## src/rtl/fsps_pkg.sv

```systemverilog
`default_nettype none
package fsps_pkg;

  localparam int TOTAL_BITS = 16;
  localparam int SUM_BITS = TOTAL_BITS + 1;
  localparam logic [TOTAL_BITS-1:0] TOTAL_MAX = '1;

  localparam int CFG_COUNT = 8;
  localparam int CFG_W = 5;
  localparam int CFG_IDX_W = 3;
  localparam int PADDR_W = 5;

  localparam logic [CFG_IDX_W-1:0] CFG_INT     = 3'd0;
  localparam logic [CFG_IDX_W-1:0] CFG_LONG    = 3'd1;
  localparam logic [CFG_IDX_W-1:0] CFG_LLONG   = 3'd2;
  localparam logic [CFG_IDX_W-1:0] CFG_SIZE    = 3'd3;
  localparam logic [CFG_IDX_W-1:0] CFG_PTRDIFF = 3'd4;
  localparam logic [CFG_IDX_W-1:0] CFG_INTMAX  = 3'd5;
  localparam logic [CFG_IDX_W-1:0] CFG_DOUBLE  = 3'd6;
  localparam logic [CFG_IDX_W-1:0] CFG_POINTER = 3'd7;

  typedef logic [CFG_COUNT-1:0][CFG_W-1:0] cfg_regs_t;

  localparam cfg_regs_t CFG_RESET = {5'd4, 5'd8, 5'd8, 5'd4, 5'd4, 5'd8, 5'd4, 5'd4};

  localparam logic [2:0] PH_NORMAL  = 3'd0;
  localparam logic [2:0] PH_SPEC    = 3'd1;
  localparam logic [2:0] PH_WIDTH   = 3'd2;
  localparam logic [2:0] PH_PREC    = 3'd3;
  localparam logic [2:0] PH_AFTER_H = 3'd4;
  localparam logic [2:0] PH_AFTER_L = 3'd5;
  localparam logic [2:0] PH_SKIP    = 3'd6;

  localparam logic [7:0] CH_PCT   = "%";
  localparam logic [7:0] CH_H     = "h";
  localparam logic [7:0] CH_L     = "l";
  localparam logic [7:0] CH_Z     = "z";
  localparam logic [7:0] CH_T     = "t";
  localparam logic [7:0] CH_J     = "j";
  localparam logic [7:0] CH_DOT   = ".";
  localparam logic [7:0] CH_MINUS = "-";
  localparam logic [7:0] CH_PLUS  = "+";
  localparam logic [7:0] CH_SPACE = " ";
  localparam logic [7:0] CH_HASH  = "#";
  localparam logic [7:0] CH_ZERO  = "0";
  localparam logic [7:0] CH_NINE  = "9";
  localparam logic [7:0] CH_D     = "d";
  localparam logic [7:0] CH_I     = "i";
  localparam logic [7:0] CH_O     = "o";
  localparam logic [7:0] CH_U     = "u";
  localparam logic [7:0] CH_X     = "x";
  localparam logic [7:0] CH_UX    = "X";
  localparam logic [7:0] CH_C     = "c";
  localparam logic [7:0] CH_F     = "f";
  localparam logic [7:0] CH_UF    = "F";
  localparam logic [7:0] CH_E     = "e";
  localparam logic [7:0] CH_UE    = "E";
  localparam logic [7:0] CH_G     = "g";
  localparam logic [7:0] CH_UG    = "G";
  localparam logic [7:0] CH_S     = "s";
  localparam logic [7:0] CH_P     = "p";
  localparam logic [7:0] CH_N     = "n";

  typedef struct packed {
    logic [2:0]           phase_next;
    logic                 add_en;
    logic [CFG_IDX_W-1:0] add_sel;
  } step_ctl_t;

endpackage
`default_nettype wire

```

## src/rtl/format_string_arg_size_scanner.sv

```systemverilog
// A terminator beat passes through the input register and then the result register, whose total drives the output.
// Throughput: one character per cycle while a terminator beat finds room in the result register;
// the scan state and one saturating add form the loop between the input register and the state/result registers.
// Output stalls back up through the input register without dropping beats.
// Reset (synchronous) clears the scan state, total and flags and loads default sizes.
`default_nettype none
module format_string_arg_size_scanner (
  input  wire logic                         clk,
  input  wire logic                         rst,
  input  wire logic                         in_valid,
  output logic                              in_ready,
  input  wire logic [7:0]                   ch,
  input  wire logic                         end_of_string,
  output logic                              out_valid,
  input  wire logic                         out_ready,
  output logic [15:0]                       total_bytes,
  output logic                              saturated,
  input  wire logic                         psel,
  input  wire logic                         penable,
  input  wire logic                         pwrite,
  input  wire logic [fsps_pkg::PADDR_W-1:0] paddr,
  input  wire logic [31:0]                  pwdata,
  output logic [31:0]                       prdata,
  output logic                              pready
);
  import fsps_pkg::*;

  cfg_regs_t cfg;

  logic                  in_valid_r;
  logic [7:0]            ch_r;
  logic                  eos_r;
  logic [2:0]            phase;
  logic [TOTAL_BITS-1:0] byte_total;
  logic                  overflow_seen;

  step_ctl_t             ctl;
  logic                  advance;
  logic [SUM_BITS-1:0]   sum;
  logic                  clamp;
  logic [TOTAL_BITS-1:0] total_next;

  fsps_cfg_regs u_cfg (
    .clk     (clk),
    .rst     (rst),
    .psel    (psel),
    .penable (penable),
    .pwrite  (pwrite),
    .paddr   (paddr),
    .pwdata  (pwdata),
    .prdata  (prdata),
    .pready  (pready),
    .cfg     (cfg)
  );

  fsps_decode u_decode (
    .phase         (phase),
    .ch            (ch_r),
    .end_of_string (eos_r),
    .ctl           (ctl)
  );

  // only a terminator beat needs room in the result register
  assign advance = in_valid_r && (!eos_r || !out_valid || out_ready);
  assign in_ready = !in_valid_r || advance;

  assign sum = {1'b0, byte_total} + SUM_BITS'(cfg[ctl.add_sel]);
  assign clamp = ctl.add_en && sum[TOTAL_BITS];
  always_comb begin
    if (!ctl.add_en) total_next = byte_total;
    else if (clamp) total_next = TOTAL_MAX;
    else total_next = sum[TOTAL_BITS-1:0];
  end

  always_ff @(posedge clk) begin
    if (rst) begin
      in_valid_r <= 1'b0;
    end else if (in_ready) begin
      in_valid_r <= in_valid;
    end
  end

  always_ff @(posedge clk) begin
    if (in_ready && in_valid) begin
      ch_r <= ch;
      eos_r <= end_of_string;
    end
  end

  always_ff @(posedge clk) begin
    if (rst) begin
      phase <= PH_NORMAL;
      byte_total <= '0;
      overflow_seen <= 1'b0;
    end else if (advance) begin
      phase <= ctl.phase_next;
      if (eos_r) begin
        byte_total <= '0;
        overflow_seen <= 1'b0;
      end else begin
        byte_total <= total_next;
        overflow_seen <= overflow_seen | clamp;
      end
    end
  end

  always_ff @(posedge clk) begin
    if (rst) begin
      out_valid <= 1'b0;
    end else if (advance && eos_r) begin
      out_valid <= 1'b1;
    end else if (out_ready) begin
      out_valid <= 1'b0;
    end
  end

  always_ff @(posedge clk) begin
    if (advance && eos_r) begin
      total_bytes <= 16'(total_next);
      saturated <= overflow_seen | clamp;
    end
  end

`ifndef SYNTHESIS
  a_sat_total: assert property (@(posedge clk) disable iff (rst)
    overflow_seen |-> byte_total == TOTAL_MAX)
    else $error("overflow flag set but total not at limit");

  a_sat_out: assert property (@(posedge clk) disable iff (rst)
    out_valid && saturated |-> total_bytes == 16'(TOTAL_MAX))
    else $error("saturated result without clamped total");

  a_eos_clear: assert property (@(posedge clk) disable iff (rst)
    advance && eos_r |=> byte_total == '0 && !overflow_seen && phase == PH_NORMAL)
    else $error("scan state not cleared after terminator");

  a_eos_out: assert property (@(posedge clk) disable iff (rst)
    advance && eos_r |=> out_valid)
    else $error("terminator beat produced no result");

  a_eos_hold: assert property (@(posedge clk) disable iff (rst)
    in_valid_r && eos_r && out_valid && !out_ready |=> in_valid_r && eos_r)
    else $error("stalled terminator beat lost");
`endif

endmodule
`default_nettype wire

```

## src/rtl/fsps_cfg_regs.sv

```systemverilog
`default_nettype none
module fsps_cfg_regs (
  input  wire logic                        clk,
  input  wire logic                        rst,
  input  wire logic                        psel,
  input  wire logic                        penable,
  input  wire logic                        pwrite,
  input  wire logic [fsps_pkg::PADDR_W-1:0] paddr,
  input  wire logic [31:0]                 pwdata,
  output logic [31:0]                      prdata,
  output logic                             pready,
  output fsps_pkg::cfg_regs_t              cfg
);
  import fsps_pkg::*;

  logic [CFG_IDX_W-1:0] reg_idx;

  assign reg_idx = paddr[PADDR_W-1:2];
  assign pready = 1'b1;
  assign prdata = {{(32-CFG_W){1'b0}}, cfg[reg_idx]};

  always_ff @(posedge clk) begin
    if (rst) begin
      cfg <= CFG_RESET;
    end else if (psel && penable && pwrite && pready) begin
      cfg[reg_idx] <= pwdata[CFG_W-1:0];
    end
  end

endmodule
`default_nettype wire

```

## src/rtl/fsps_decode.sv

```systemverilog
`default_nettype none
module fsps_decode (
  input  wire logic [2:0]         phase,
  input  wire logic [7:0]         ch,
  input  wire logic               end_of_string,
  output fsps_pkg::step_ctl_t     ctl
);
  import fsps_pkg::*;

  logic is_digit;
  logic is_flag;

  assign is_digit = (ch >= CH_ZERO) && (ch <= CH_NINE);
  assign is_flag = (ch == CH_MINUS) || (ch == CH_PLUS) || (ch == CH_SPACE) ||
                   (ch == CH_HASH) || (ch == CH_ZERO);

  // character that closes flags/width/precision
  function automatic step_ctl_t conv(input logic [7:0] c);
    step_ctl_t r;
    r.phase_next = PH_NORMAL;
    r.add_en = 1'b0;
    r.add_sel = CFG_INT;
    case (c)
      CH_H: begin
        r.add_en = 1'b1; r.add_sel = CFG_INT; r.phase_next = PH_AFTER_H;
      end
      CH_L: r.phase_next = PH_AFTER_L;
      CH_Z: begin
        r.add_en = 1'b1; r.add_sel = CFG_SIZE; r.phase_next = PH_SKIP;
      end
      CH_T: begin
        r.add_en = 1'b1; r.add_sel = CFG_PTRDIFF; r.phase_next = PH_SKIP;
      end
      CH_J: begin
        r.add_en = 1'b1; r.add_sel = CFG_INTMAX; r.phase_next = PH_SKIP;
      end
      CH_D, CH_I, CH_O, CH_U, CH_X, CH_UX, CH_C: begin
        r.add_en = 1'b1; r.add_sel = CFG_INT;
      end
      CH_F, CH_UF, CH_E, CH_UE, CH_G, CH_UG: begin
        r.add_en = 1'b1; r.add_sel = CFG_DOUBLE;
      end
      CH_S, CH_P, CH_N: begin
        r.add_en = 1'b1; r.add_sel = CFG_POINTER;
      end
      default: r.add_en = 1'b0;
    endcase
    return r;
  endfunction

  always_comb begin
    ctl.phase_next = phase;
    ctl.add_en = 1'b0;
    ctl.add_sel = CFG_INT;
    if (end_of_string) begin
      // a dangling single l still counts
      ctl.phase_next = PH_NORMAL;
      ctl.add_en = (phase == PH_AFTER_L);
      ctl.add_sel = CFG_LONG;
    end else begin
      case (phase)
        PH_NORMAL: begin
          if (ch == CH_PCT) ctl.phase_next = PH_SPEC;
        end
        PH_SPEC: begin
          if (is_flag) ctl.phase_next = PH_SPEC;
          else if (is_digit) ctl.phase_next = PH_WIDTH;
          else if (ch == CH_DOT) ctl.phase_next = PH_PREC;
          else ctl = conv(ch);
        end
        PH_WIDTH: begin
          if (is_digit) ctl.phase_next = PH_WIDTH;
          else if (ch == CH_DOT) ctl.phase_next = PH_PREC;
          else ctl = conv(ch);
        end
        PH_PREC: begin
          if (!is_digit) ctl = conv(ch);
        end
        PH_AFTER_H: begin
          ctl.phase_next = (ch == CH_H) ? PH_SKIP : PH_NORMAL;
        end
        PH_AFTER_L: begin
          ctl.add_en = 1'b1;
          if (ch == CH_L) begin
            ctl.add_sel = CFG_LLONG;
            ctl.phase_next = PH_SKIP;
          end else begin
            ctl.add_sel = CFG_LONG;
            ctl.phase_next = PH_NORMAL;
          end
        end
        default: ctl.phase_next = PH_NORMAL;
      endcase
    end
  end

endmodule
`default_nettype wire
```

## config.mk

```make
export PLATFORM = sky130hd
export DESIGN_NAME = format_string_arg_size_scanner
export DESIGN_NICKNAME = d
export VERILOG_FILES = /design/src/rtl/fsps_pkg.sv /design/src/rtl/format_string_arg_size_scanner.sv /design/src/rtl/fsps_cfg_regs.sv /design/src/rtl/fsps_decode.sv
export SDC_FILE = /design/constraint.sdc
export NUM_CORES = 1
export LEC_CHECK = 0
export BUFFER_PORTS_ARGS = -buffer_cell sky130_fd_sc_hd__buf_2
export CAP_MARGIN = 10
export CORE_MARGIN = 3
export CORE_UTILIZATION = 51
export CTS_BUF_LIST = sky130_fd_sc_hd__clkbuf_8
export DETAILED_ROUTE_END_ITERATION = 10
export GPL_TIMING_DRIVEN = 0
export PLACE_DENSITY_LB_ADDON = 0.3
export SLEW_MARGIN = 20
export SYNTH_ARGS = -nofsm -noshare
export SYNTH_HDL_FRONTEND = slang
export SYNTH_HIERARCHICAL = 1
export SYNTH_SLANG_ARGS = --single-unit
```

## constraint.sdc

```tcl
create_clock -name clk -period 6 [get_ports clk]
set_input_delay 0.3 -clock clk [delete_from_list [all_inputs] [get_ports clk]]
set_output_delay 0.3 -clock clk [all_outputs]
set_load 0.005 [all_outputs]
```

==> flow_summary.json, run 1 <==
{
  "cp.required_ns": 6.14,
  "rsz0062_at_grt": "false",
  "grt-ovfl-total": 0,
  "synth_top_flop_cell": "dfxtp_1",
  "wl_met3_um": 722,
  "clock_sinks": 88,
  "fin_setup_tns_ns": 0,
  "met2_length_um": 6280,
  "dpl.hpwl_um": 9476,
  "initial_utilization": 0.5257,
  "synth_warnings": 6,
  "synthArstFlopShare": 0,
  "multi_input_area_mm2": 0.003098,
  "tightest_slew_ns": 0.7382,
  "htree_num_levels": 3,
  "fin_crit_ns": 4.918,
  "drive_above_1_share": 0.2484,
  "totalWireLength_um": 12840,
  "clkPwrFrac": 0.389,
  "nets": 694,
  "synth_seq_area_share": 0.3709,
  "ys_ff_latch": 88,
  "seqCellArea_mm2": 0.002022,
  "syn_area_mm2": 0.005451,
  "drv_slew": 0,
  "viasPerCell": 5.692,
  "switching_share": 0.2516,
  "final_cells": 776,
  "core_mm2": 0.01037,
  "p_leak_uw": 0.002686,
  "die_area_mm2": 0.01197,
  "syn_avg_cell_area_um2": 9.858,
  "clk_path_buf_depth": 2,
  "switchingPower_uw": 306.5,
  "syn_inst": 553,
  "grt_pass1_wl_um": 20630,
  "criticalPathCategory": "register to register",
  "first_pass_iters": 4,
  "hold_viol_final": 0,
  "synth_cell_types": 82,
  "p_int_uw": 911.9,
  "cts_root_buffer": "clkbuf_8",
  "critical_path_arrival_ns": 5.06,
  "power_density_mw_per_mm2": 197.3,
  "dp_slack_ns": 1.161,
  "period_share": 0.8197,
  "gp_congestion": 0.9043,
  "top_layer": "met4",
  "synth_edf_count": 26,
  "antenna_found_initial": 0,
  "n_antenna_cell": 0,
  "area_growth_pct": 13.29,
  "path_clk_slew_ns": 0.10,
  "peakVddDrop_uv": 112.3,
  "end_kind": "register",
  "row_count": 37,
  "route.detailed.drc": 0,
  "numCtsBuffers": 9,
  "grt_max_degree": 19,
  "critPathMaxFanout": 10,
  "drt-initial-drc-count": 128,
  "place_inst": 760,
  "cts_hold_buf": 0,
  "vias": 4417,
  "die_h_um": 109.4,
  "drt-wirelength-per-cell_um": 16.55,
  "portBuffers": 45,
  "fillCellCount": 890,
  "grt_pass1_vias": 4227,
  "detail-route-antenna-nets": 0,
  "clk_latency_ns": 0.38,
  "dieWidth_um": 109.4,
  "cts_resized": 0,
  "timing.slew.headroom": 0.5078,
  "finalWorstSetupSlack_ns": 1.082,
  "finalSetupViolations": 0,
  "m1WireLength_um": 5584,
  "min_path_type": "primary input to register",
  "cap_viol_max_count": 0,
  "io_pins": 105,
  "holdWs_ns": 0.09992,
  "start_kind": "register",
  "fin_skew_ns": 0.01239,
  "status": "complete, no violations",
  "cts_tree": "yes",
  "cts_setup_buffers": 0,
  "finish.utilization": 0.5956,
  "grt_usage": 0.2215,
  "max_freq_mhz": 203.3,
  "power_frac_comb": 0.099,
  "power_frac_seq": 0.513
}
layout by cell type, fill, tap and decap left out, types with 14 or more instances in the layout:
master | synthesis | layout
nand2b_1 | 43 | 43
nand3_1 | 21 | 21
mux2i_1 | 37 | 37
nor2_1 | 36 | 36
dfxtp_1 | 62 | 62
nand2_1 | 32 | 32
clkbuf_1 | 14 | 14
conb_1 | 2 | 28
edfxtp_1 | 26 | 26
buf_4 | 29 | 29
a21oi_1 | 36 | 36
buf_2 | 12 | 57
synth_stat cells (3+ instances only):
cell        n  area, um^2
mux4_2     10       225.2
buf_4      29       217.7
clkbuf_1   14       52.55
nor2_1     36       135.1
nand2_2     3       18.77
mux2i_1    37       370.4
nand4_1     5       31.28
a2bb2oi_1   3       26.28
o211ai_1    3       22.52
mux2_2     12       135.1
o21ai_1     5       25.02
nand3b_1    5       37.54
edfxtp_1   26       780.8
nand3_1    21       105.1
nor2b_1     5       31.28
mux4_1      8       210.2
buf_2      12       60.06
and4_1      6       52.55
nand2b_1   43       269.0
buf_6       7       78.83
o21ai_0    11       55.05
a21oi_2     3       26.28
xnor2_1     3       26.28
nand2_4     3       33.78
dfxtp_1    62        1241
inv_1       7       26.28
and2_1      3       18.77
and3_1      9       56.30
a21oi_1    36       180.2
a31oi_1     8       50.05
nand2_1    32       120.1
a21o_1      5       37.54
a211oi_1    4       30.03
nor3_1      9       45.04
o21a_1      6       45.04
ha_1        5       62.56
metal layers:
layer / vias to the layer above / track usage
met5: - / 0
met4: 0 / 0.09350
met3: 21 / 0.03876
met2: 135 / 0.3749
met1: 2119 / 0.2786
li1: 2142 / -
final timing paths:
path | startpoint | slack (ns) | depth (start not counted) | endpoint
setup / recovery | ch_r[3] | 1.08 | 16 | total_bytes[7]
hold / removal | ch[1] | 0.1 | 1 | ch_r[1]
setup reg to reg | ch_r[3] | 1.08 | 16 | total_bytes[7]
hold reg to reg | phase[0] | 0.47 | 2 | phase[0]
flip-flops by register name, indices dropped and copies added, names as in the netlist:
register and cells:
overflow_seen 1, u_cfg/cfg 40, eos_r 1, out_valid 1
saturated 1, total_bytes 16, phase 3, ch_r 8
byte_total 16, in_valid_r 1
critical path, cell delays in order (launching register included):
cell      delay [ns]
edfxtp_1        0.48
nand2b_1        0.26
or4b_1          0.48
and3_1          0.22
and2_1          0.14
o32ai_1         0.19
clkbuf_1        0.55
mux4_2          0.40
mux2_2          0.29
ha_1            0.21
fa_1            0.44
a21oi_1         0.33
o21ai_4         0.16
nand3_4         0.11
buf_6           0.15
o21ai_1         0.09
a21o_1          0.18
kinds of logic after synthesis:
group | after synthesis | share of synthesized area
adder cells (fa/ha/maj) | 6 | 0.01515
flip-flops | 88 | 0.3709
buffers and inverters | 69 | 0.07987
AO/OA/AOI/OAI | 105 | 0.1265
multiplexers | 67 | 0.1726
XOR/XNOR | 5 | 0.008035
AND/OR/NAND/NOR | 211 | 0.2256
other | 2 | 0.001378
metrics by stage:
| step | power [uW] | cell area, um^2 |
|---|---|---|
| after CTS | 1225 | 6170 |
| after floorplan | 723.3 | 5549 |
| after global placement | 752.8 | 5944 |
| final | 1218 | 6176 |
| after detailed placement | 756.0 | 5944 |
| after global routing | 1264 | 6176 |
power groups by stage:
stage / combinational, uW / sequential, uW / clock, uW
2_1_floorplan: 86.4 / 637 / 0
3_3_place_gp: 115 / 638 / 0
3_5_place_dp: 118 / 638 / 0
4_1_cts: 118 / 625 / 482
5_1_grt: 132 / 626 / 505
6_report: 120 / 625 / 474
final cells by class:
type	instances	area share
inverter	7	0.004254
buffer	62	0.06625
clock inverter	7	0.01641
tap	136	0.02755
multi-input combinational	422	0.5016
clock buffer	9	0.02006
sequential	88	0.3274
timing repair buffer	45	0.03647
No activity file was read; power rests on OpenSTA's default activity.
==> run 2, diff against run 1 <==
clock period = 4.65 ns   (was 6 ns; I/O delays follow)
==> run 2 against run 1 <==
Cell area grew 0.26%. Via count did not move. Hold slack lost 0.068 ns. Register-to-register slack lost 0.92 ns. Core utilization rose by 0.16 points. Combinational power is 29% higher. Wire length is 0.21% lower. Critical path depth stayed put. Sequential cell count unchanged. Sequential power grew 29%. Count of clock-buffer cells in the layout unchanged. Final cell count stayed put. Critical path type unchanged. Highest routed layer unchanged.
==> flow_summary.json, run 2 (same netlist as run 1, synthesis figures left out) <==
{
  "status": "complete, no violations",
  "htree_num_levels": 3,
  "initial_utilization": 0.5257,
  "core_mm2": 0.01037,
  "cts_root_buffer": "clkbuf_8",
  "nets": 694,
  "largest_register": "u_cfg/cfg",
  "min_path_type": "primary input to register",
  "reg2reg_from": "ch_r[3]",
  "end_kind": "register",
  "hold_start": "ch[1]",
  "portBuffers": 45,
  "drt-initial-drc-count": 137,
  "largest_reg_flops": 40,
  "finalInstanceArea_mm2": 0.006192,
  "fin_skew_ns": 0.01068,
  "cp_top_family": "simple AND/OR/NAND/NOR gates",
  "slowest_delay_ns": 0.48,
  "cap_viol_max_count": 0,
  "peakVddDrop_uv": 144.9,
  "antenna_found_initial": 0,
  "criticalPathCategory": "register to register",
  "critical_path_arrival_ns": 4.63,
  "numCtsBuffers": 9,
  "switching_share": 0.2507,
  "first_pass_iters": 5,
  "clk_latency_ns": 0.38,
  "path_buf_inv": 2,
  "rsz0062_at_grt": "false",
  "r2r_setup_slack_ns": 0.16,
  "p_leak_uw": 0.002696,
  "power_frac_comb": 0.099,
  "cts_setup_buffers": 0,
  "vias": 4417,
  "fillCellCount": 888,
  "r2r_cells": 16,
  "top_regs": "u_cfg/cfg x40, byte_total x16, total_bytes x16",
  "critPathMaxFanout": 10,
  "die_h_um": 109.4,
  "hold_viol_final": 0,
  "grt_usage": 0.2215,
  "viasPerCell": 5.692,
  "detail-route-antenna-nets": 0,
  "cp_cell_sequence": "nand2b_1 > or4b_1 > and3_1 > and2_1 > o32ai_1 > clkbuf_4 > mux4_2 > mux2_2 > ha_1 > fa_1 > a21oi_2 > o21ai_4 > nand3_4 > buf_6 > o21ai_1 > a21o_1",
  "clk_path_buf_depth": 2,
  "area_growth_pct": 13.59,
  "timing.slew.headroom": 0.5096,
  "layout_commonest_cell": "dfxtp_1",
  "grt_max_degree": 19,
  "totalWireLength_um": 12820,
  "grt-ovfl-total": 0,
  "p_int_uw": 1177,
  "cts_hold_buf": 0,
  "rr_endpoint": "total_bytes[7]",
  "final_cell_mix": "dfxtp_1 (62), buf_2 (56), nand2b_1 (43)",
  "fin_setup_tns_ns": 0,
  "crit_slowest_cell": "edfxtp_1",
  "grt_pass1_vias": 4227,
  "fin_crit_ns": 4.489,
  "clkPwrFrac": 0.388,
  "clock_sinks": 88,
  "drt-wirelength-per-cell_um": 16.52,
  "hold_path_end": "ch_r[1]",
  "dpl_cell_area_mm2": 0.005944,
  "finalWorstSetupSlack_ns": 0.1605,
  "power_frac_seq": 0.513,
  "min_path_cells": 1,
  "row_count": 37,
  "start_kind": "register",
  "tightest_slew_ns": 0.7355,
  "n_antenna_cell": 0,
  "route.detailed.drc": 0,
  "cp.required_ns": 4.79,
  "drv_slew": 0,
  "gp_congestion": 0.9043,
  "dp_slack_ns": -0.1891,
  "grt_pass1_wl_um": 20630,
  "finalSetupViolations": 0,
  "io_pins": 105,
  "die_area_mm2": 0.01197,
  "path_clk_slew_ns": 0.10,
  "cts_tree": "yes",
  "power_density_mw_per_mm2": 253.7,
  "period_share": 0.9655,
  "switchingPower_uw": 393.8,
  "dieWidth_um": 109.4,
  "max_freq_mhz": 222.7,
  "cts_resized": 1,
  "drive_above_1_share": 0.2547,
  "dpl.hpwl_um": 9476
}
==> run 2: cell count changes in the layout (fill, tap and decap cells not counted) <==
cell,previous run,this run
a21oi_1,36,35
buf_2,57,56
nor3_2,1,2
clkbuf_2,0,1
clkbuf_1,14,12
clkbuf_4,0,2
nor3_1,9,8
a21oi_2,3,4
==> run 2: through the flow <==
step / hold slack (ns) / utilization / cells / power, uW
2_1_floorplan: 0.3314 / - / 579 / 933.3
5_1_grt: 0.01256 / 0.5971 / 776 / 1631
3_3_place_gp: 0.4107 / 0.5732 / 760 / 971.4
6_report: 0.03155 / 0.5971 / 776 / 1571
3_5_place_dp: 0.4113 / 0.5732 / 760 / 975.5
4_1_cts: 0.01402 / 0.5951 / 776 / 1580
==> run 2: power groups by stage <==
stage               sequential (uW)  clock, uW  combinational (uW)
finish                          806        609                 155
global route                    808        652                 171
CTS                             806        622                 152
detailed placement              824          0                 152
global placement                823          0                 149
floorplan                       822          0                 111
==> run 2: cell type report <==
| class | instances | area (um^2) | share of cell area |
|---|---|---|---|
| Multi-Input combinational cell | 422 | 3107 | 0.5017 |
| Sequential cell | 88 | 2022 | 0.3265 |
| Buffer | 62 | 416.7 | 0.06729 |
| Timing Repair Buffer | 45 | 225.2 | 0.03637 |
| Tap cell | 136 | 170.2 | 0.02748 |
| Clock buffer | 9 | 123.9 | 0.02000 |
| Clock inverter | 7 | 101.3 | 0.01637 |
| Inverter | 7 | 26.28 | 0.004243 |
==> run 2: worst reg2reg max path, cell delays in order (launching register included) <==
cell and delay, ns:
edfxtp_1 0.48, nand2b_1 0.26, or4b_1 0.48, and3_1 0.22
and2_1 0.15, o32ai_1 0.17, clkbuf_4 0.32, mux4_2 0.32
mux2_2 0.29, ha_1 0.21, fa_1 0.45, a21oi_2 0.25
o21ai_4 0.13, nand3_4 0.11, buf_6 0.15, o21ai_1 0.09
a21o_1 0.18
==> run 2: per-layer routing <==
metal  wire (um)  up-vias  track usage
met5           0        -            0
met4         248        0      0.09350
met3         570       20      0.03876
met2        6324      118       0.3749
met1        5675     2137       0.2786
li1            -     2142            -
==> run 2: worst max-delay path by stage <==
stage / start / to / slack, ns / cells past startpoint
detailed placement: ch_r[3] / total_bytes[7] / -0.19 / 16
global placement: ch_r[3] / total_bytes[7] / -0.1 / 16
CTS: ch_r[4] / total_bytes[7] / 0.02 / 16
floorplan: ch_r[3] / total_bytes[7] / 0.50 / 16
finish: ch_r[3] / total_bytes[7] / 0.16 / 16
global route: ch_r[3] / total_bytes[3] / 0.0003 / 15
==> run 3, diff against run 2 <==
CAP_MARGIN = 15   (was 10)
CORE_UTILIZATION = 45   (was 51)
GPL_TIMING_DRIVEN = unset   (was 0)
==> run 3 against run 2 <==
Critical path depth fell by 1. Final cell count is 5.0% lower. Maximum frequency grew 2.5%. Sequential cell count stayed put. Critical path type unchanged. Critical endpoint is now total_bytes[11]. Largest power group unchanged.
==> flow_summary.json, run 3 (same netlist as run 1, synthesis figures left out) <==
{
  "path_clk_slew_ns": 0.10,
  "numCtsBuffers": 9,
  "top_regs": "u_cfg/cfg x40, byte_total x16, total_bytes x16",
  "place_inst": 720,
  "dpl.hpwl_um": 8924,
  "r2r_cells": 15,
  "grt_pass1_wl_um": 20260,
  "critical_path_arrival_ns": 4.49,
  "drive_above_1_share": 0.2138,
  "portBuffers": 47,
  "die_area_mm2": 0.01347,
  "r2r_setup_slack_ns": 0.27,
  "clk_latency_ns": 0.38,
  "drv_slew": 0,
  "layout_commonest_cell": "dfxtp_1",
  "cp_num_cells": 15,
  "row_count": 39,
  "final_cells": 737,
  "tightest_slew_ns": 1.005,
  "grt_max_degree": 60,
  "clk_path_buf_depth": 2,
  "vias": 4263,
  "drt-initial-drc-count": 243,
  "period_share": 0.9420,
  "slowest_delay_ns": 0.45,
  "largest_register": "u_cfg/cfg",
  "cap_viol_max_count": 0,
  "cp.required_ns": 4.76,
  "rr_endpoint": "total_bytes[11]",
  "cpMostUsedCell": "buf_4",
  "viasPerCell": 5.784,
  "nets": 648,
  "htree_num_levels": 3,
  "min_path_type": "primary input to register",
  "cts_root_buffer": "clkbuf_8",
  "grt-ovfl-total": 0,
  "dp_slack_ns": 0.2161,
  "rsz0062_at_grt": "false",
  "drt-wirelength-per-cell_um": 17.01,
  "peakVddDrop_uv": 310.6,
  "timing.slew.headroom": 0.3267,
  "first_pass_iters": 5,
  "grt_usage": 0.1920,
  "finalWorstSetupSlack_ns": 0.2697,
  "final_cell_mix": "dfxtp_1 (62), buf_2 (47), nand2b_1 (43)",
  "critPathMaxFanout": 13,
  "cts_tree": "yes",
  "antenna_found_initial": 0,
  "grt_pass1_vias": 4030,
  "power_density_mw_per_mm2": 259.6,
  "status": "complete, no violations",
  "n_antenna_cell": 0,
  "criticalPathCategory": "register to register",
  "hold_path_end": "ch_r[7]",
  "dieWidth_um": 116.1,
  "detail-route-antenna-nets": 0,
  "cp_top_family": "simple AND/OR/NAND/NOR gates",
  "min_path_cells": 1,
  "fin_setup_tns_ns": 0,
  "core_mm2": 0.01161,
  "p_leak_uw": 0.002485,
  "totalWireLength_um": 12530,
  "finalSetupViolations": 0,
  "clock_sinks": 88,
  "hold_start": "ch[7]",
  "path_buf_inv": 2,
  "largest_reg_flops": 40,
  "max_freq_mhz": 228.3,
  "reg2reg_from": "ch_r[7]",
  "initial_utilization": 0.4694,
  "hold_viol_final": 0,
  "die_h_um": 116.1,
  "area_growth_pct": 8.171,
  "start_kind": "register",
  "fin_crit_ns": 4.380,
  "cp_cell_sequence": "nor2b_1 > or4b_1 > and3_1 > and2_1 > o32ai_2 > buf_4 > mux4_2 > mux2_2 > ha_1 > a21oi_2 > nand2_1 > or2_1 > buf_4 > a21oi_1 > a31oi_1",
  "io_pins": 105,
  "end_kind": "register",
  "route.detailed.drc": 0,
  "crit_slowest_cell": "or4b_1",
  "gp_congestion": 0.8750,
  "cts_setup_buffers": 0,
  "fin_skew_ns": 0.01755
}
## run 3: cell count changes in the layout (fill, tap and decap cells not counted), moves of 2 or more
| cell | previous run | this run |
|---|---|---|
| buf_4 | 29 | 13 |
| clkbuf_1 | 12 | 0 |
| buf_2 | 56 | 47 |
| buf_6 | 7 | 0 |
| clkbuf_4 | 2 | 0 |
| clkinvlp_4 | 1 | 3 |
## run 3: through the flow
stage / total power, uW / util / cell area, um^2 / hold slack (ns)
final: 1531 / 0.5078 / 5897 / 0.02307
after global routing: 1594 / 0.5078 / 5897 / 0.007489
after CTS: 1552 / 0.5064 / 5881 / 0.0002908
after detailed placement: 953.7 / 0.4866 / 5652 / 0.4106
after global placement: 950.3 / 0.4866 / 5652 / 0.4110
after floorplan: 933.3 / - / 5549 / 0.3314
## run 3: power breakdown
| group | internal [uW] | total, uW | switching [uW] |
|---|---|---|---|
| clock network | 302 | 593 | 291 |
| logic | 52.6 | 130 | 77.8 |
| registers | 798 | 808 | 9.47 |
## run 3: worst max path at each step
stage | start | end | slack, ns
floorplan | ch_r[3] | total_bytes[7] | 0.50
global placement | ch_r[7] | total_bytes[13] | 0.22
finish | ch_r[7] | total_bytes[11] | 0.27
global route | ch_r[0] | total_bytes[13] | 0.03
detailed placement | ch_r[7] | total_bytes[13] | 0.22
CTS | ch_r[7] | total_bytes[13] | 0.17
## run 3: worst register-to-register path: stages (launching register included)
cell,delay (ns)
edfxtp_1,0.44
nor2b_1,0.28
or4b_1,0.46
and3_1,0.21
and2_1,0.16
o32ai_2,0.25
buf_4,0.26
mux4_2,0.30
mux2_2,0.28
ha_1,0.35
a21oi_2,0.28
nand2_1,0.11
or2_1,0.28
buf_4,0.20
a21oi_1,0.19
a31oi_1,0.07
## run 3: layout make-up
| class | instances | area [um^2] |
|---|---|---|
| Sequential cell | 88 | 2022 |
| Fill cell | 1067 | 5717 |
| Clock buffer | 9 | 123.9 |
| Clock inverter | 7 | 95.09 |
| Tap cell | 143 | 178.9 |
| Multi-Input combinational cell | 422 | 3108 |
| Inverter | 7 | 26.28 |
| Timing Repair Buffer | 61 | 342.8 |
## run 3: repair_timing
action	CTS	global route
hold endpoints to repair	1	0
hold buffers	1	0
resized for setup	0	3
setup endpoints to repair	0	21
## run 3: layer usage
metal  routed length [um]  GRT usage  share of wire
met5                    0          0              0
met4                  221    0.06497          0.018
met3                  760    0.05222          0.061
met2                 5890     0.3030           0.47
met1                 5661     0.2559           0.45
